==> src/sv/fcc_ram.sv <==
// fcc_ram: generic single-write, single-read RAM with registered read data.
// Standalone; holds the tap store.
`default_nettype none

module fcc_ram #(
    parameter int WIDTH = 16,
    parameter int DEPTH = 64
) (
    input  wire logic                     i_clk,
    input  wire logic                     i_we,
    input  wire logic [$clog2(DEPTH)-1:0] i_waddr,
    input  wire logic [WIDTH-1:0]         i_wdata,
    input  wire logic                     i_re,
    input  wire logic [$clog2(DEPTH)-1:0] i_raddr,
    output logic      [WIDTH-1:0]         o_rdata
);

    logic [WIDTH-1:0] r_mem [DEPTH];
    logic [WIDTH-1:0] r_rdata;

    always_ff @(posedge i_clk) begin
        if (i_we) begin
            r_mem[i_waddr] <= i_wdata;
        end
        if (i_re) begin
            r_rdata <= r_mem[i_raddr];
        end
    end

    assign o_rdata = r_rdata;

endmodule

`default_nettype wire

==> config.mk <==
export PLATFORM = sky130hd
export DESIGN_NAME = fcc_ram
export DESIGN_NICKNAME = d
export VERILOG_FILES = /design/src/sv/fcc_ram.sv
export SDC_FILE = /design/constraint.sdc
export NUM_CORES = 1
export LEC_CHECK = 0
export BUFFER_PORTS_ARGS = -buffer_cell sky130_fd_sc_hd__buf_2
export CAP_MARGIN = 40
export CORE_MARGIN = 1
export CORE_UTILIZATION = 30
export CTS_CLUSTER_SIZE = 28
export DETAILED_ROUTE_END_ITERATION = 12
export GPL_ROUTABILITY_DRIVEN = 0
export PLACE_DENSITY = 0.47
export SLEW_MARGIN = 20
export SYNTH_ARGS = -nofsm -noshare
export SYNTH_HDL_FRONTEND = slang
export SYNTH_SLANG_ARGS = --single-unit
==> constraint.sdc <==
create_clock -name i_clk -period 2.9 [get_ports i_clk]
set_input_delay 0.29 -clock i_clk [delete_from_list [all_inputs] [get_ports i_clk]]
set_output_delay 0.29 -clock i_clk [all_outputs]
set_load 0.01 [all_outputs]
# Yosys cells after proc, flatten, opt, wreduce, memory -nomap -nowiden
# Memories as Yosys holds them, arrays and structs flattened. A register that Yosys moved wholly into a read port is not among the register bits.
# Index checks and enable logic that the tools add are counted.
# W data, S select, Z words.
word_totals:
  reg_bits: 0
  latchBits: 0
  mem_bits_rw: 1024
  rom_bits: 0
  input_bits: 31
  out_inout_bits: 16
  wordCells: 3
  memories: 1
op_classes:
  addsub: 0
  multipliers: 0
  div_mod_pow: 0
  n_lt_le_gt_ge: 0
  n_eq_ne: 0
  shift: 0
  muxes: 2
  bitwise: 0
  reduce_logical: 0
mem_list:
  columns: ["name", "depth", "word_bits", "rd", "rd_clocked_by_memory_dff", "wr", "line", "rtl"]
  rows:
  - ["r_mem", 64, 16, 1, 1, 1, "18", "logic [WIDTH-1:0] r_mem [DEPTH];"]
op_table:
  columns: ["cell", "count"]
  rows:
  - ["$mux W1", 2]

# Longest topological paths before layout
depth:
  word_depth: 2
  ltp_mapped: 10
  depth_no_buf: 5

# Least setup slack after synthesis
# No wires, ideal clock.
synth_path:
  path_kind: "input port to flip-flop"
  start: "input i_waddr[3]"
  end: "memory r_mem[48][0], enable pin"
  arrival_time_ns: 1.916
  required_ns: 2.491
  slack_ns: 0.575
  stages: 4
  path_buffers: 1
  cell_sequence: "clkbuf_1 > nor2b_1 > nand4b_1 > nor3_1"
synth_rtl:
  columns: ["element", "line", "rtl"]
  rows:
  - ["start: declaration", "11", "input wire logic [$clog2(DEPTH)-1:0] i_waddr,"]
  - ["end: declaration", "18", null]
# No word-level cell before the write port.

==> metrics.md <==
| Metric | Value |
|---|---|
| Drt pass-1 iters | `7` |
| FFs w/ async S/R, synth | `0%` |
| Die height | `368.1 um` |
| RSZ-0062 raised after global routing | `false` |
| Syn Inst Count | `1829` |
| CTS tree | `built` |
| Core footprint | `132100 sq um` |
| CTS clk-pin slew, worst paths | `0.06 ns` |
| Global-route wire length before repair | `151100 um` |
| WP buf/inv | `2` |
| Worst-Skew Late Latency | `0.69 ns` |
| Combined area of all synthesized cells | `40200 sq um` |
| Total grt overflow | `0` |
| Final max-slew violation count | `0` |
| Starting Density | `30.43%` |
| Primary FF master, synth | `edfxtp_1` |
| Setup CP Type | `reg2reg` |
| Critical-path cell list | `mux4_2 > mux2i_1 > buf_4 > a22oi_1 > a31oi_1 > buf_4 > a311oi_1` |
| Post-Layout Cell Count | `3944` |
| Multi-input combinational cell area | `8249 sq um` |
| WL final | `105400 um` |
| Largest net degree at the start of global routing | `65` |
| Full die area | `135500 sq um` |
| Area grow syn2layout | `18.35%` |
| Antenna-violating nets left | `0` |
| EDFF count, synth | `1040` |
| Wire per inst | `26.73 um` |
| Fillcell total | `12214` |
| Unique masters post-synth | `42` |
| Achievable Freq | `426.0 MHz` |
| Residual DRC | `0` |
| Area post-placement | `43930 sq um` |
| Power density cells | `682.6 nW/um^2` |
| Finished Cell Area | `47580 sq um` |
| Site row count | `133` |
| DRT iter0 DRCs | `1616` |
| Most used cell, CP | `buf_4` |
| Maximum root-to-sink buffer count | `3` |
| Synth Register Bits | `1040` |
| Placed Cells | `3733` |
| Clock Sinks | `1040` |
| Seq/Total Area, Yosys | `77.68%` |
| Post-DP HPWL | `66480 um` |
| Die W | `368.1 um` |
| Initial antenna violation count | `8` |
| Final nets | `2128` |
| CP max stage delay | `0.53 ns` |
| Peak VDD IR | `0.4058 mV` |
| Worst Path Arrival | `2.76 ns` |
| Root buf cell | `clkbuf_16` |
| Cell family with most CP delay | `compound AO/OA/AOI/OAI gates` |
| Leakage | `15.13 nW` |
| Ports | `47` |
| Vias in the first global route | `20267` |
| Max Cap Viol | `0` |
| Startpoint types | `register` |
| Worst Hold Class | `in2reg` |
| Vias per inst | `4.916` |
| Slew margin rel. | `43.95%` |
| H-tree Lvls | `3` |
| Final Setup Violations | `0` |
| Worst setup EP type | `register` |
| Status | `completed` |
| Total GRT Usage | `15.57%` |
| CTS buffer count | `113` |
| Fin crit share | `80.94%` |
| Min cycle time layout | `2.347 ns` |
| Post_cts resized | `0` |
| Slew @ Worst Pin | `0.8390 ns` |
| Ys Warns | `0` |
| CP Max Fanout | `1` |
| Worst endpoint required time | `3.31 ns` |
| Port bufs | `46` |
| Register area | `31230 sq um` |
| Via count | `19387` |
| Mapped Nets | `1860` |
| Slowest-stage cell, CP | `a31oi_1` |
| Syn_area_per_cell | `21.98 sq um` |
| Final hold violations | `0` |
| Layout cells sized above 1 | `30.48%` |
| Final Skew | `0.02035 ns` |
## final timing paths
path / cells past startpoint / endpoint / slack (ns) / startpoint
worst max-delay path: 7 / o_rdata[3] / 0.55 / r_mem[23][3]
worst max register to register: 7 / o_rdata[3] / 0.55 / r_mem[23][3]
worst min register to register: 4 / o_rdata[5] / 0.95 / r_mem[3][5]
worst min-delay path: 1 / r_mem[18][2] / 0.09 / i_wdata[2]
## cells in the final DEF, fill, tap and decap left out, drive strengths merged, types with 5 or more instances in the layout
master	instances
mux4	224
a22o	6
a21oi	17
nand4	12
nand3	24
bufinv	12
clkbuf	141
o21ai	8
buf	254
nand2	60
mux2	27
a221oi	16
edfxtp	1040
mux2i	85
and4	5
nor2b	30
a311oi	8
a31oi	8
a22oi	39
nor2	74
a211o	8
clkinv	47
a41oi	5
a211oi	8
a221o	6
## final cells by class
| class | instances | share of cell area [%] |
|---|---|---|
| clock inverters | 65 | 1.302 |
| multi-input cells | 685 | 17.34 |
| repair buffers | 257 | 4.847 |
| flip-flops and latches | 1040 | 65.64 |
| diodes | 1 | 0.005260 |
| clock buffers | 141 | 6.254 |
| well taps | 1755 | 4.615 |
## sequential cells by signal (all words and copies together) (netlist names)
| register | flops |
|---|---|
| o_rdata | 16 |
| r_mem | 1024 |
## power by group
part,switching (mW),internal [mW]
Combinational,1.06,0.688
Clock,5.73,8.28
Sequential,0.0460,16.7
Total,6.83,25.6
## stage by stage
step	util (%)	total power [mW]	hold WS [ns]	setup slack, ns	TNS, ns
2_1_floorplan	-	17.89	0.3889	0.5752	0
6_report	36.01	32.48	0.08653	0.5528	0
3_5_place_dp	33.25	18.81	0.7108	-0.04680	-0.04680
3_3_place_gp	33.16	18.77	0.7300	-0.05515	-0.05515
5_1_grt	36.01	33.46	0.05680	0.4954	0
4_1_cts	35.98	32.83	0.03299	0.5494	0
## cells by family after synthesis
family | count (synthesis) | synth area share [%]
simple gates | 220 | 2.636
compound gates | 129 | 2.400
flops | 1040 | 77.68
mux | 336 | 15.46
buf+inv | 104 | 1.824
## Yosys cell counts, types with 3 or more instances
cell type,count,area [sq um]
a22oi_1,39,292.8
nand2b_1,3,18.77
nor4_2,3,37.54
mux4_2,220,4955
nand4_1,12,75.07
a31oi_1,8,50.05
a41oi_1,5,43.79
buf_6,17,191.4
and4_1,5,43.79
edfxtp_1,1040,31230
a221o_1,6,60.06
o21ai_1,3,15.01
a211oi_1,8,60.06
mux4_1,4,105.1
clkbuf_1,24,90.09
nand3_1,24,120.1
buf_12,5,100.1
buf_1,3,11.26
nand2_1,59,221.5
mux2_2,27,304.0
nor2b_1,30,187.7
a21oi_1,17,85.08
buf_2,36,180.2
a221oi_1,16,140.1
buf_8,3,45.04
o21ai_0,5,25.02
mux2i_1,85,850.8
buf_4,13,97.59
nor2_1,72,270.3
a211o_1,8,70.07
a22o_1,6,52.55
a311oi_1,8,70.07
## what timing repair did
item | CTS | global route
buffers inserted | 0 | 0
hold buffers | 2 | 1
hold endpoints to repair | 14 | 8
## worst register-to-register path, cell delays in order, from the launching register on
cell and delay [ns]:
edfxtp_1 0.35, mux4_2 0.49, mux2i_1 0.16, buf_4 0.16
a22oi_1 0.11, a31oi_1 0.53, buf_4 0.22, a311oi_1 0.04
## per-layer routing
metal	up-vias	global-route usage (%)	wire [um]
met3	150	2.793	5057
met1	10451	21.46	46990
li1	8266	-	-
met5	-	0	43
met2	514	25.37	51050
met4	6	4.014	2269
(Power assumes the default switching activity.)
