### src/sv/fcc_pkg.sv
// fcc_pkg: shared constants, types and codes of the FIR convolve/correlate block.
// No dependencies; imported by the cell, the config port and the top level.
`default_nettype none

package fcc_pkg;

    // sizes
    localparam int MAX_TAPS      = 64;
    localparam int SAMPLE_BITS   = 16;
    localparam int PROD_BITS     = 2 * SAMPLE_BITS;
    localparam int RESULT_BITS   = 2 * SAMPLE_BITS + 6;
    localparam int TAP_IDX_BITS  = $clog2(MAX_TAPS);
    localparam int TAPS_W        = 7;                        // tap_count register width
    localparam int CNT_BITS      = $clog2(MAX_TAPS + 2);
    localparam int CALC_CYCLES   = MAX_TAPS + 1;             // product stage + sum ripple
    localparam int IN_TDATA_BITS  = ((TAP_IDX_BITS + SAMPLE_BITS + 7) / 8) * 8;
    localparam int OUT_TDATA_BITS = ((RESULT_BITS + 7) / 8) * 8;

    // input kinds (tuser)
    localparam logic MODE_TAP    = 1'b0;
    localparam logic MODE_SAMPLE = 1'b1;

    // register indexes
    localparam logic REG_TAP_COUNT = 1'b0;
    localparam logic REG_CORRELATE = 1'b1;

    typedef enum logic [1:0] {
        ST_IDLE,
        ST_PREP,
        ST_CALC
    } t_state;

    // controls broadcast along the cell row
    typedef struct packed {
        logic win_shift;
        logic win_clear;
        logic tap_shift;
    } t_cell_ctrl;

    typedef struct packed {
        logic [TAPS_W-1:0] tap_count;
        logic              correlate;
    } t_cfg;

endpackage

`default_nettype wire

### src/sv/fcc_apb.sv
// fcc_apb: APB register port holding tap_count and correlate.
// Uses fcc_pkg.
`default_nettype none

module fcc_apb
    import fcc_pkg::*;
(
    input  wire logic        i_clk,
    input  wire logic        i_rst_n,
    input  wire logic        psel,
    input  wire logic        penable,
    input  wire logic        pwrite,
    input  wire logic [2:0]  paddr,
    input  wire logic [31:0] pwdata,
    output logic      [31:0] prdata,
    output logic             pready,
    output t_cfg             o_cfg,
    output logic             o_cfg_wr
);

    logic [TAPS_W-1:0] r_tap_count;
    logic              r_correlate;
    logic              wr;

    assign wr = psel && penable && pwrite;

    always_ff @(posedge i_clk) begin
        if (!i_rst_n) begin
            r_tap_count <= TAPS_W'(1);
            r_correlate <= 1'b0;
        end else if (wr) begin
            unique case (paddr[2])
                REG_TAP_COUNT: r_tap_count <= pwdata[TAPS_W-1:0];
                REG_CORRELATE: r_correlate <= pwdata[0];
            endcase
        end
    end

    always_comb begin
        unique case (paddr[2])
            REG_TAP_COUNT: prdata = {{(32-TAPS_W){1'b0}}, r_tap_count};
            REG_CORRELATE: prdata = {31'd0, r_correlate};
        endcase
    end

    assign pready          = 1'b1;
    assign o_cfg.tap_count = r_tap_count;
    assign o_cfg.correlate = r_correlate;
    assign o_cfg_wr        = wr;

endmodule

`default_nettype wire

### config.mk
export PLATFORM = sky130hd
export DESIGN_NAME = fcc_apb
export DESIGN_NICKNAME = d
export VERILOG_FILES = /design/src/sv/fcc_pkg.sv /design/src/sv/fcc_apb.sv
export SDC_FILE = /design/constraint.sdc
export NUM_CORES = 1
export LEC_CHECK = 0
export ABC_AREA = 1
export BUFFER_PORTS_ARGS = -buffer_cell sky130_fd_sc_hd__buf_2
export CORE_MARGIN = 2
export CORE_UTILIZATION = 34
export CTS_CLUSTER_SIZE = 30
export DETAILED_ROUTE_END_ITERATION = 10
export PLACE_DENSITY_LB_ADDON = 0.08
export RECOVER_POWER = 50
export SLEW_MARGIN = 20
export SYNTH_ARGS = -nofsm -noshare
export SYNTH_HDL_FRONTEND = slang
export SYNTH_SLANG_ARGS = --single-unit
### constraint.sdc
create_clock -name i_clk -period 1.8 [get_ports i_clk]
set_input_delay 0.18 -clock i_clk [delete_from_list [all_inputs] [get_ports i_clk]]
set_output_delay 0.18 -clock i_clk [all_outputs]
set_load 0.05 [all_outputs]
Word level (Yosys, flattened, before mapping)

Index checks and enable logic that the tools add are counted.

Shift operators: 0
Div/mod/pow operators: 0
Bitwise logic cells: 1
Mux-type cells: 1
Add/subtract/negate cells: 0
Multiply operators: 0
Eq/ne operators: 0
$lt $le $gt $ge: 0
Reductions and logical operators: 4

Operators by type and width:

| cell                | count |
|---|---|
| $pmux W32 S2        | 1 |
| $reduce_and A2 Y1   | 2 |
| $logic_and A1 B1 Y1 | 2 |
| $not A1 Y1          | 1 |

Bits of input ports: 40
Memories kept: 0
Latch bits: 0
Logic and storage cells: 8
Output and inout port bits: 42
Bits in writable memories: 0
Bits in read-only memories: 0
Bits in registers: 8

Longest topological paths before layout

Depth in word-level cells: 3
Mapped depth: 5
Mapped depth without buffers: 5

Worst setup path before layout

Ideal clock, no wire load.

Kind: register to output
Start point: register r_tap_count[1]
End point: output prdata[1]
Arrival: 1.364 ns
Buffers on the path: 0
Setup slack: 0.256 ns
Cell stages (with the launch flop): 3
Data required time: 1.620 ns
Cells stage by stage: dfxtp_1 -> inv_1 -> nor2_1

Cells in the longest elaborated chain, start to end: 1

Ends and longest elaborated chain:

| what                   | RTL line      | RTL |
|---|---|---|
| start, declared        | fcc_apb.sv:21 | `logic [TAPS_W-1:0] r_tap_count;` |
| start signal, assigned | fcc_apb.sv:33 | `REG_TAP_COUNT: r_tap_count <= pwdata[TAPS_W-1:0];` |
| $pmux W32 S2           | fcc_apb.sv:40 | `unique case (paddr[2])` |
| end, declared          | fcc_apb.sv:15 | `output logic [31:0] prdata,` |

No other way between the ends. The select of a mux whose other input is x is not followed.

Final worst setup path

Start point: input pwrite
End point: output o_cfg_wr

Cells in the longest elaborated chain, start to end: 1

Ends and longest elaborated chain:

| what                | RTL line      | RTL |
|---|---|---|
| start, declared     | fcc_apb.sv:12 | `input wire logic pwrite,` |
| $logic_and A1 B1 Y1 | fcc_apb.sv:25 | `assign wr = psel && penable && pwrite;` |
| end, declared       | fcc_apb.sv:18 | `output logic o_cfg_wr` |

No other way between the ends.

==> impl_metrics.json <==
{
  "ys_seq_area_share_pct": 24.4,
  "hold_viol": 0,
  "wl_per_cell_microns": 7.87,
  "clockBufferDepth": 2,
  "grt_pass1_wl_microns": 1640,
  "grt_max_degree": 13,
  "drive_above_1_share_pct": 26.6,
  "synth_edf_count": 0,
  "cts_tree": "built",
  "critPathRequiredTime_ns": 1.62,
  "powerDensity_nw_per_um2": 773,
  "endpoint_kind": "primary output",
  "worstSetupPathType": "in -> out",
  "grt_overflow": 0,
  "outcome": "finished clean",
  "dr.max_layer_used": "met4",
  "fmax_mhz": 738,
  "num_antenna_cells": 0,
  "fin_skew_ns": 0,
  "wl_met2_microns": 526,
  "crit_path_max_fanout": 9,
  "rsz0062_at_grt": "no",
  "crit_arrival_ns": 1.17,
  "ys_seq_elements": 8,
  "yosys_most_used_dff": "dfxtp_1",
  "yosys_warnings": 0,
  "post_cts_resized": 0,
  "cts_hold_buf": 0,
  "first_global_vias": 378,
  "yosys-top-cells-count": "27 x buf_4, 19 x nor2_1, 13 x inv_1",
  "dpl.hpwl_microns": 901,
  "area_delta_synth_final_pct": 6.48,
  "worst_setup_path_start_kind": "primary input",
  "synth_cells": 98,
  "synthDistinctLibCells": 16,
  "postCtsSetupBuffers": 0,
  "cts_root_buf": "clkbuf_4",
  "grt_antenna_before_repair": 0,
  "maxSlewViolCount": 0,
  "holdCritPathClass": "in -> reg",
  "remaining_drc_errors": 0,
  "drt-pass1-iter-count": 2,
  "fp-row-count": 15,
  "die_h_microns": 48.0,
  "die_w_microns": 48.0,
  "insertion_delay_ns": 0.25,
  "cts_sinks": 8,
  "fin_nets": 166,
  "dp.cells": 146,
  "htree_levels": 1,
  "yosysTopAreaCell": "buf_4",
  "grt_usage_pct": 10.9,
  "p_leak_nw": 0.415,
  "fin_cells": 149,
  "viasPerCell": 3.57,
  "setup_viol": 0,
  "fp.coreArea_sq_um": 1760,
  "io_pins": 82,
  "start_util_pct": 37.2,
  "fin_setup_tns_ns": 0,
  "place_congestion": 0.688,
  "synth_most_common_cell": "buf_4",
  "dieArea_sq_um": 2300,
  "final_core_util_pct": 39.6,
  "maxCapViolations": 0,
  "yosysTopAreaCellShare_pct": 30.9,
  "period_needed_ns": 1.35,
  "routed_wl_microns": 1170,
  "ant_nets": 0,
  "cts_inserted_buffers": 3,
  "max-vdd-ir-drop_uv": 294,
  "period_share_pct": 75.2,
  "synth.cell_area_sq_um": 657,
  "drt-initial-drc-count": 4,
  "synth.area.top_cells": "buf_4 31%, dfxtp_1 24%, nor2_1 11%",
  "async_reset_ff_share_pct": 0,
  "worstMarginPinSlew_ns": 0.615,
  "avgSynthCellArea_sq_um": 6.70,
  "io_buffers": 28,
  "m1WireLength_microns": 524,
  "relSlewSlack_pct": 58.8,
  "cts.clk_slew.worst_paths_ns": 0.05,
  "vias": 532,
  "wl_met3_microns": 102
}
-- cells by family (layout without fill, tap and decap cells) --
family	after synthesis	count (layout)	share of synthesized area (%)
buf+inv	44	46	41.9
simple gates	42	42	30.5
flops	8	8	24.4
compound gates	2	2	2.09
other cells	2	26	1.14
-- layer usage --
layer  up-vias  GRT usage [%]
met2        32           16.5
li1        286              -
met5         -              0
met1       212           12.8
met3         2           3.40
met4         0           8.11
-- critical path: stages --
cell and delay, ns:
buf_2 0.10, inv_2 0.03, nor2_1 0.48, buf_2 0.38
-- state kept, by name (all words and copies together) (netlist names) --
| register | flops |
|---|---|
| r_tap_count | 7 |
| r_correlate | 1 |
-- power breakdown --
| part | total, mW | switching [mW] | internal [mW] | leakage [nW] |
|---|---|---|---|---|
| combinational | 0.220 | 0.192 | 0.0274 | 0.336 |
| sequential | 0.188 | 0.00416 | 0.184 | 0.0651 |
| clock | 0.133 | 0.0573 | 0.0760 | 0.0138 |
-- path summary, 6_finish.rpt --
path                                                   from                     endpoint  slack [ns]  cells past startpoint
worst max-delay path                                 pwrite                     o_cfg_wr        0.45                      4
worst min-delay path                              pwdata[0]  r_tap_count[0]$_SDFFE_PN1P_        0.17                      3
worst max register to register  r_tap_count[0]$_SDFFE_PN1P_  r_tap_count[0]$_SDFFE_PN1P_        1.21                      2
worst min register to register  r_tap_count[6]$_SDFFE_PN0P_  r_tap_count[6]$_SDFFE_PN0P_        0.49                      2
-- final cells by class --
class / instances / area (sq um)
Inverter: 15 / 56.3
Tap cell: 25 / 31.3
Timing Repair Buffer: 28 / 136
Multi-Input combinational cell: 70 / 293
Fill cell: 218 / 1060
Sequential cell: 8 / 160
Clock buffer: 3 / 22.5
-- per-stage QoR --
step	area (sq um)	hold slack (ns)	setup WS, ns	total power [mW]
after global routing	699	0.180	0.317	0.573
final	699	0.168	0.446	0.541
after detailed placement	699	0.420	0.711	0.417
after floorplan	747	0.306	0.256	0.432
after CTS	722	0.159	0.618	0.556
after global placement	699	0.414	0.721	0.416
-- cells in the final DEF (no fill, tap or decap), types with 2 or more instances in the layout --
master	n
inv_1	13
nor2_1	20
dfxtp_1	8
nand2_1	12
buf_2	25
inv_2	2
nand3_1	8
clkbuf_1	3
conb_1	26
clkbuf_4	3
No activity file was read; power rests on OpenSTA's default activity.
