<file path="src/sv/fcc_pkg.sv">
// fcc_pkg: shared constants, types and codes of the FIR convolve/correlate block.
// No dependencies; imported by the cell, the config port and the top level.
`default_nettype none

package fcc_pkg;

    // sizes
    localparam int MAX_TAPS      = 64;
    localparam int SAMPLE_BITS   = 16;
    localparam int PROD_BITS     = 2 * SAMPLE_BITS;
    localparam int RESULT_BITS   = 2 * SAMPLE_BITS + 6;
    localparam int TAP_IDX_BITS  = $clog2(MAX_TAPS);
    localparam int TAPS_W        = 7;                        // tap_count register width
    localparam int CNT_BITS      = $clog2(MAX_TAPS + 2);
    localparam int CALC_CYCLES   = MAX_TAPS + 1;             // product stage + sum ripple
    localparam int IN_TDATA_BITS  = ((TAP_IDX_BITS + SAMPLE_BITS + 7) / 8) * 8;
    localparam int OUT_TDATA_BITS = ((RESULT_BITS + 7) / 8) * 8;

    // input kinds (tuser)
    localparam logic MODE_TAP    = 1'b0;
    localparam logic MODE_SAMPLE = 1'b1;

    // register indexes
    localparam logic REG_TAP_COUNT = 1'b0;
    localparam logic REG_CORRELATE = 1'b1;

    typedef enum logic [1:0] {
        ST_IDLE,
        ST_PREP,
        ST_CALC
    } t_state;

    // controls broadcast along the cell row
    typedef struct packed {
        logic win_shift;
        logic win_clear;
        logic tap_shift;
    } t_cell_ctrl;

    typedef struct packed {
        logic [TAPS_W-1:0] tap_count;
        logic              correlate;
    } t_cfg;

endpackage

`default_nettype wire

</file>
<file path="src/sv/fcc_cell.sv">
// fcc_cell: one cell of the row: a delay-line sample, a working tap,
// a registered product and one stage of the rippling partial sum. Uses fcc_pkg.
`default_nettype none

module fcc_cell
    import fcc_pkg::*;
(
    input  wire logic                          i_clk,
    input  wire logic                          i_rst_n,
    input  wire t_cell_ctrl                    i_ctrl,
    input  wire logic                          i_active,
    input  wire logic signed [SAMPLE_BITS-1:0] i_sample,
    input  wire logic signed [SAMPLE_BITS-1:0] i_tap,
    input  wire logic signed [RESULT_BITS-1:0] i_psum,
    output logic signed      [SAMPLE_BITS-1:0] o_sample,
    output logic signed      [SAMPLE_BITS-1:0] o_tap,
    output logic signed      [RESULT_BITS-1:0] o_psum
);

    logic signed [SAMPLE_BITS-1:0] r_w;
    logic signed [SAMPLE_BITS-1:0] r_t;
    logic signed [PROD_BITS-1:0]   r_prod;
    logic signed [RESULT_BITS-1:0] r_psum;

    // delay-line sample: cleared by reset and at end of signal
    always_ff @(posedge i_clk) begin
        if (!i_rst_n || i_ctrl.win_clear) begin
            r_w <= '0;
        end else if (i_ctrl.win_shift) begin
            r_w <= i_sample;
        end
    end

    always_ff @(posedge i_clk) begin
        if (i_ctrl.tap_shift) begin
            r_t <= i_tap;
        end
    end

    // cells past the tap count contribute nothing
    always_ff @(posedge i_clk) begin
        r_prod <= i_active ? PROD_BITS'(r_w * r_t) : '0;
        r_psum <= i_psum + {{(RESULT_BITS-PROD_BITS){r_prod[PROD_BITS-1]}}, r_prod};
    end

    assign o_sample = r_w;
    assign o_tap    = r_t;
    assign o_psum   = r_psum;

endmodule

`default_nettype wire

</file>
<file path="config.mk">
export PLATFORM = sky130hd
export DESIGN_NAME = fcc_cell
export DESIGN_NICKNAME = d
export VERILOG_FILES = /design/src/sv/fcc_pkg.sv /design/src/sv/fcc_cell.sv
export SDC_FILE = /design/constraint.sdc
export NUM_CORES = 1
export LEC_CHECK = 0
export BUFFER_PORTS_ARGS = -buffer_cell sky130_fd_sc_hd__buf_2
export CAP_MARGIN = 20
export CORE_MARGIN = 10
export CORE_UTILIZATION = 45
export DETAILED_ROUTE_END_ITERATION = 8
export PLACE_DENSITY = 0.7
export SYNTH_ARGS = -nofsm -noshare
export SYNTH_HDL_FRONTEND = slang
export SYNTH_SLANG_ARGS = --single-unit
</file>
<file path="constraint.sdc">
create_clock -name i_clk -period 6.4 [get_ports i_clk]
set_input_delay 0.96 -clock i_clk [delete_from_list [all_inputs] [get_ports i_clk]]
set_output_delay 0.96 -clock i_clk [all_outputs]
set_load 0.03 [all_outputs]
</file>
# Word-level counts from Yosys, hierarchy flattened
# Index checks and enable logic that the tools add are counted.
# Widths: inputs -> output; s select.
# totals
ff_bits	102
inputBits	76
output_inout_bits	70
# classes
addsub	1
multipliers	1
n_reduce_logical	2
# ops
cell	n
$add 38x38->38	1
$mul 16x16->32	1
$logic_not 1->1	1
$logic_or 1x1->1	1

# Logic depth before layout (Yosys ltp)
# Gate-level depths: netlist of the first run.
# logic_depth
word_depth	2
mapped_depth	22
ltp_nobuf	21

# Worst setup path before layout of the first run
# No wires, ideal clock.
# synth_path
path_kind	reg2reg
from	register r_w[15] (netlist: o_sample[15])
to	register r_prod[29]
setup_ps	125
arrival_ps	6002
required_ps	6275
path_slack_ps	273
stages_incl_launch_ff	21
n_path_buf	1
period_less_slack_ps	6127
path_cell_list	dfxtp_1 -> clkbuf_1 -> nand2_1 -> inv_1 -> fa_1 -> fa_1 -> fa_1 -> fa_1 -> fa_1 -> inv_1 -> fa_1 -> inv_1 -> ha_1 -> a21o_1 -> a21o_1 -> a21oi_1 -> o211ai_1 -> o2111ai_1 -> nand3b_1 -> a211oi_1 -> nor3b_1
# synth_between
elab_chain_cells	1
# synth_lines
element	line_no	rtl
start, declared	fcc_cell.sv:20	logic signed [SAMPLE_BITS-1:0] r_w;
start signal, assigned	fcc_cell.sv:30	r_w <= i_sample;
$mul 16x16->32	fcc_cell.sv:42	r_prod <= i_active ? PROD_BITS'(r_w * r_t) : '0;
end signal, assigned	fcc_cell.sv:42	
end, declared	fcc_cell.sv:22	logic signed [PROD_BITS-1:0] r_prod;
# No other way between the ends.
# A chain may end at the register's enable or synchronous reset.

# Worst setup path in the final report of the first run
# layout_path
from	register r_t[11] (netlist: o_tap[11])
to	register r_prod[24]
# layout_between
elab_chain_cells	1
# layout_lines
element	line_no	rtl
start, declared	fcc_cell.sv:21	logic signed [SAMPLE_BITS-1:0] r_t;
start signal, assigned	fcc_cell.sv:36	r_t <= i_tap;
$mul 16x16->32	fcc_cell.sv:42	
# No other way between the ends.

==> results of run 1 <==
==> repair_timing <==
action,in CTS,in global routing
endpoints found under the setup margin,0,6
resized for setup,0,8
endpoints found under the hold margin,0,0
setup buffers,0,14
==> per-layer routing <==
metal | GRT usage, % | part of all wire (%)
met5 | 0 | 0
met4 | 5.17 | 1.8
met3 | 4.49 | 7.5
met2 | 29.4 | 46
met1 | 24.2 | 45
==> critical path: stages, from the launching register on <==
cell      delay [ps]
edfxtp_1         610
and2_1           280
fa_1             500
inv_1             60
fa_1             530
inv_1             50
fa_1             540
fa_1             450
fa_1             490
inv_1             50
fa_1             470
inv_1             40
ha_1             350
a21o_1           220
a211o_1          290
a21oi_1          120
o21ai_1          140
nand2_1          130
o21ai_0          150
a31oi_1          280
mux2i_1          300
==> kinds of logic after synthesis <==
group / count (synthesis)
fa+ha+maj: 382
simple gates: 436
flops: 102
compound gates: 195
xor+xnor: 63
mux: 19
buf+inv: 343
==> through the flow <==
step                worst slack, ps  power (uW)  utilization [%]
global placement                253        3350             49.8
global route                   10.2        4360             51.2
floorplan                       273        2790                -
detailed placement              216        3410             49.8
finish                          276        3980             51.2
CTS                             182        3990             50.7
==> sequential cells by signal, indices dropped and copies added (netlist names) <==
signal,count
o_sample,16
r_prod,32
o_tap,16
o_psum,38
==> area by class of cell <==
| cell class | count | area (um2) |
|---|---|---|
| inverters | 303 | 1140 |
| flip-flops and latches | 102 | 2210 |
| fillers | 2943 | 15400 |
| clock inverters | 5 | 60.1 |
| clock buffers | 11 | 233 |
| diodes | 3 | 7.51 |
| multi-input cells | 1095 | 10900 |
| well taps | 402 | 503 |
| repair buffers | 188 | 1060 |
==> synth_stat cells, types with 3 or more instances <==
master	count	area, um2
and3_1	6	37.5
xor2_1	15	131
o2111ai_1	4	35.0
nor2b_1	6	37.5
nor2_1	67	251
o21ai_1	9	45.0
edfxtp_1	16	480
a31oi_1	10	62.6
fa_1	263	5270
o211ai_1	3	22.5
clkbuf_1	39	146
and2_1	150	938
o21ai_0	30	150
o21bai_1	10	75.1
a211o_1	3	26.3
a21oi_1	65	325
nand2_1	157	589
nand2b_1	11	68.8
o21a_1	5	37.5
a21o_1	26	195
ha_1	119	1490
a211oi_1	5	37.5
mux2i_1	18	180
nor3_1	14	70.1
inv_1	303	1140
dfxtp_1	86	1720
nand4_1	7	43.8
xnor2_1	48	420
nand3_1	9	45.0
==> final timing paths <==
check | start | end | slack [ps] | cells after the start
worst max register to register | o_tap[11] | r_prod[24] | 280 | 20
worst min-delay path | r_prod[0] | o_psum[0] | 450 | 1
worst min register to register | r_prod[0] | o_psum[0] | 450 | 1
worst max-delay path | o_tap[11] | r_prod[24] | 280 | 20
==> power by group <==
group / internal [uW] / switching [uW]
Sequential: 835 / 80.0
Combinational: 1010 / 1490
Clock: 306 / 257
Total: 2150 / 1820
==> flow_summary.toml, run 1 <==
[cells_and_area]
final_cell_mix = "303 x inv_1, 263 x fa_1, 157 x nand2_1, 150 x and2_1, 145 x buf_2"
drive_gt1_share_pct = 12.9
areaGrowthSynthToFinish_pct = 12.0
final_nets = 2157
final_area_mm2 = 0.0161
stdcell_count = 2109
final_common_cell = "inv_1"

[flow_run]
cap_viol_max_count = 0

[global_routing]
grt_pass1_vias = 11499
gr-total-overflow = 0
antenna_found_initial = 2
grt_pass1_wl_mm = 58.1
grtUsageTotal_pct = 18.4
grt_max_degree = 39

[place]
io_buffers = 145
dp.cells = 2076
placed_cell_area_mm2 = 0.0157
hpwl_mm = 29.7
routabilityCongestion = 0.898

[clock_tree]
insertion_delay_ps = 370
hold_buffers = 0
cts_made_buffers = 9
tritoncts = "done"
cts_sinks = 102
clk_pin_slew_ps = 70
cts-root-buf = "clkbuf_16"
cts_buffer_depth = 2
htreeDepth = 3

[drt]
ant_nets = 0
routed_wl_mm = 35.4
first_pass_iters = 5
vias_per_cell = 5.13
dr.first_iter.drc_count = 640
routedWlPerCell_um = 16.8
routed-via-count = 10817
drc = 0

[worst_setup_path]
critPathCaptureType = "register"
required_ps = 6680
crit_type = "register to register"
path_max_fanout = 12
cp_data_arrival_time_ps = 6400
worst_setup_path_start_kind = "register"

[logic_synthesis]
syn_inst = 1540
yosysSeqAreaShare_pct = 15.3
synthAdderAreaFrac_pct = 46.8
avgSynthCellArea_um2 = 9.37
synth-edff-count = 16
yosys.area_share.simple_pct = 14.9
ys_seq_elements = 102
synth_nets = 1998
synth_compound_area_share_pct = 8.88
synth_top_family_by_area = "adder cells"
muxShareOfSynthArea_pct = 1.35
ys.flop_type = "dfxtp_1"
syn_area_mm2 = 0.0144
synth_xor_area_share_pct = 3.83
ys_async_sr_fraction_pct = 0
synthDistinctLibCells = 57
yosys_warnings = 0

[timing]
period_needed_ps = 6120
fin_tns_setup_ps = 0
rsz0062_at_grt = "false"
max_freq_mhz = 163
fin_crit_sh_pct = 95.7
drv_slew = 0
fin_skew_ps = 13.0
final_hold_viol_count = 0
whs_ps = 447
relSlewSlack_pct = 54.8
setup_viol = 0
tightest_slew_ps = 678

[power]
vdd_drop_max_mv = 0.145
p_per_area_mw_per_mm2 = 246
p_leak_uw = 0.00832

[hold_path]
hold_path.class = "register to register"

[die]
ios = 146
rows = 65
die_w_um = 199
core_mm2 = 0.0316
die-height_um = 199
die_area_mm2 = 0.0396
start_util_pct = 45.7

[status]
status = "finished, final reports clean"
No activity file was read; power rests on OpenSTA's default activity.
==> run 2, diff against run 1 <==
--- a/config.mk
+++ b/config.mk
@@ -5,12 +5,13 @@
 export SDC_FILE = /design/constraint.sdc
 export NUM_CORES = 1
 export LEC_CHECK = 0
+export ABC_AREA = 1
 export BUFFER_PORTS_ARGS = -buffer_cell sky130_fd_sc_hd__buf_2
 export CAP_MARGIN = 20
 export CORE_MARGIN = 10
 export CORE_UTILIZATION = 45
 export DETAILED_ROUTE_END_ITERATION = 8
-export PLACE_DENSITY = 0.7
+export PLACE_DENSITY = 0.72
 export SYNTH_ARGS = -nofsm -noshare
 export SYNTH_HDL_FRONTEND = slang
 export SYNTH_SLANG_ARGS = --single-unit
==> constraint.sdc (replaced) <==
create_clock -name i_clk -period 4.9 [get_ports i_clk]
set_input_delay 0.735 -clock i_clk [delete_from_list [all_inputs] [get_ports i_clk]]
set_output_delay 0.735 -clock i_clk [all_outputs]
set_load 0.03 [all_outputs]
==> flow_summary.toml, run 2 <==
[worst_setup_path]
critPathCaptureType = "register"
crit_path_top_delay_cell = "fa_1"
cp_data_arrival_time_ps = 5600
r2r-end = "r_prod[20]"
rr_worst_depth = 23
crit_type = "register to register"
path_cells = "buf_6 > buf_12 > nand2_4 > inv_2 > fa_1 > inv_2 > fa_2 > fa_2 > fa_1 > inv_1 > fa_1 > fa_1 > ha_4 > nand2_8 > nor2_4 > nand2_1 > buf_4 > nand2_1 > a21oi_1 > nand2_1 > nand2_1 > nand2_1 > nor2_2"
required_ps = 5180
path_max_fanout = 6
critPathMostFrequentCell = "nand2_1"
cp_slowest_stage_delay_ps = 540
reg2reg_slack_ps = -420
r2r_start = "o_tap[6]"
worst_setup_path_start_kind = "register"

[status]
violations = "negative setup slack"
status = "finished with violations"

[logic_synthesis]
synthDistinctLibCells = 38
synth_common_cells = "662 x nand2_1, 581 x inv_1, 263 x fa_1, 158 x nor2_1, 119 x ha_1"
synth-edff-count = 16
syn_inst = 2255
synth.area.top_cells = "fa_1 32%, nand2_1 15%, inv_1 13%"
yosysMostFrequentCell = "nand2_1"
synth_top_area_share_pct = 32.3
yosysSeqAreaShare_pct = 13.5
ys_seq_elements = 102
synth_nets = 2713
yosys.area.top_type = "fa_1"
yosys_warnings = 0
avgSynthCellArea_um2 = 7.23
ys.flop_type = "dfxtp_1"
syn_area_mm2 = 0.0163
ys_async_sr_fraction_pct = 0

[place]
hpwl_mm = 39.4
place_worst_setup_slack_ps = -492
io_buffers = 145
placed_cell_area_mm2 = 0.0191
routabilityCongestion = 0.968
dp.cells = 2955

[drt]
drc = 0
vias_per_cell = 4.97
routedWlPerCell_um = 15.6
routed_wl_mm = 47.2
first_pass_iters = 6
routed-via-count = 15002
dr.first_iter.drc_count = 1012
ant_nets = 0

[global_routing]
grtUsageTotal_pct = 21.8
antenna_found_initial = 0
grt_pass1_wl_mm = 78.3
grt_pass1_vias = 16202
grt_max_degree = 27
gr-total-overflow = 0

[cells_and_area]
fillCellCount = 3262
final_area_mm2 = 0.0206
final_common_cell = "nand2_1"
regArea_mm2 = 0.00223
drive_gt1_share_pct = 25.8
num_antenna_cells = 0
final_cell_mix = "598 x nand2_1, 532 x inv_1, 247 x fa_1, 175 x buf_4, 145 x buf_2"
final_util_pct = 57.9
multiInputGateArea_mm2 = 0.0128
final_nets = 3010
stdcell_count = 3018
areaGrowthSynthToFinish_pct = 26.7
largest_reg_flops = 38

[timing]
drv_slew = 0
relSlewSlack_pct = 61.3
period_needed_ps = 5320
tightest_slew_ps = 579
fin_skew_ps = 9.91
final_hold_viol_count = 0
layout_setup_ws_ps = -421
setup_viol = 23
max_freq_mhz = 188
rsz0062_at_grt = "true"
fin_crit_sh_pct = 109

[power]
p_leak_uw = 0.0120
vdd_drop_max_mv = 0.279
total_power_uw = 6990
p_per_area_mw_per_mm2 = 339

[clock_tree]
cts_sinks = 102
cts_made_buffers = 9
insertion_delay_ps = 390
clk_pin_slew_ps = 80
htreeDepth = 3
cts_buffer_depth = 2
tritoncts = "done"
hold_buffers = 0
cts-root-buf = "clkbuf_16"

[die]
rows = 69
die-height_um = 210
die_area_mm2 = 0.0442
core_mm2 = 0.0357
die_w_um = 210
ios = 146
start_util_pct = 45.7

[hold_path]
hold_depth = 1
hold_path_end = "o_psum[0]"
hold_path.class = "register to register"
worst_hold_startpoint = "r_prod[0]"

[flow_run]
cap_viol_max_count = 0
[run 2: worst max path at each step]
stage                         start    endpoint  slack, ps  cells past startpoint
after floorplan            o_tap[6]  r_prod[28]       -380                     19
after global placement    o_tap[15]  r_prod[20]       -500                     20
after detailed placement  o_tap[15]  r_prod[20]       -490                     20
after CTS                 o_tap[10]  r_prod[20]       -350                     23
after global routing       o_tap[4]  r_prod[20]       -600                     21
final                      o_tap[6]  r_prod[20]       -420                     23
[run 2: power breakdown]
part	switching (uW)	total [uW]	internal, uW
sequential	116	1200	1090
combinational	3020	5030	2000
clock	396	763	367
[run 2: critical path: cells and delay by family, from the launching register on]
kind / cells / cell delay (ps)
and+or+nand+nor: 9 / 700
AOI/OAI and AO/OA: 1 / 70
buffers and inverters: 6 / 580
DFF: 1 / 480
adders and majority gates: 7 / 3360
[run 2: stage by stage]
stage | TNS (ps) | hold slack (ps)
final | -7380 | 446
after global routing | -11510 | 460
after CTS | -5880 | 450
after detailed placement | -7790 | 434
after global placement | -7080 | 427
after floorplan | -4640 | 420
[run 2: per-layer routing]
layer  routed length, um  share of wire, %  GRT usage, %
met1               18400                39          25.3
met2               23600                50          39.2
met3                3350               7.1          3.87
met4                1780               3.8          8.77
met5                   0                 0             0
[run 2: cells by family after synthesis]
logic type / share of synthesized area [%]
fa+ha+maj: 41.5
buf+inv: 15.2
simple gates: 23.9
compound gates: 4.57
flops: 13.5
xor+xnor: 1.45
[run 2: layout make-up]
type / instances / share of cell area (%)
sequential: 102 / 10.8
tap: 461 / 2.79
clock inverter: 7 / 0.443
multi-input combinational: 1497 / 61.9
clock buffer: 9 / 1.09
timing repair buffer: 356 / 12.2
inverter: 586 / 10.7
[run 2: repair_timing]
action	CTS	global route
endpoints found under the hold margin	0	0
cloned	0	1
setup buffers	40	6
endpoints found under the setup margin	23	24
pin swaps	77	77
gates resized for setup	127	120
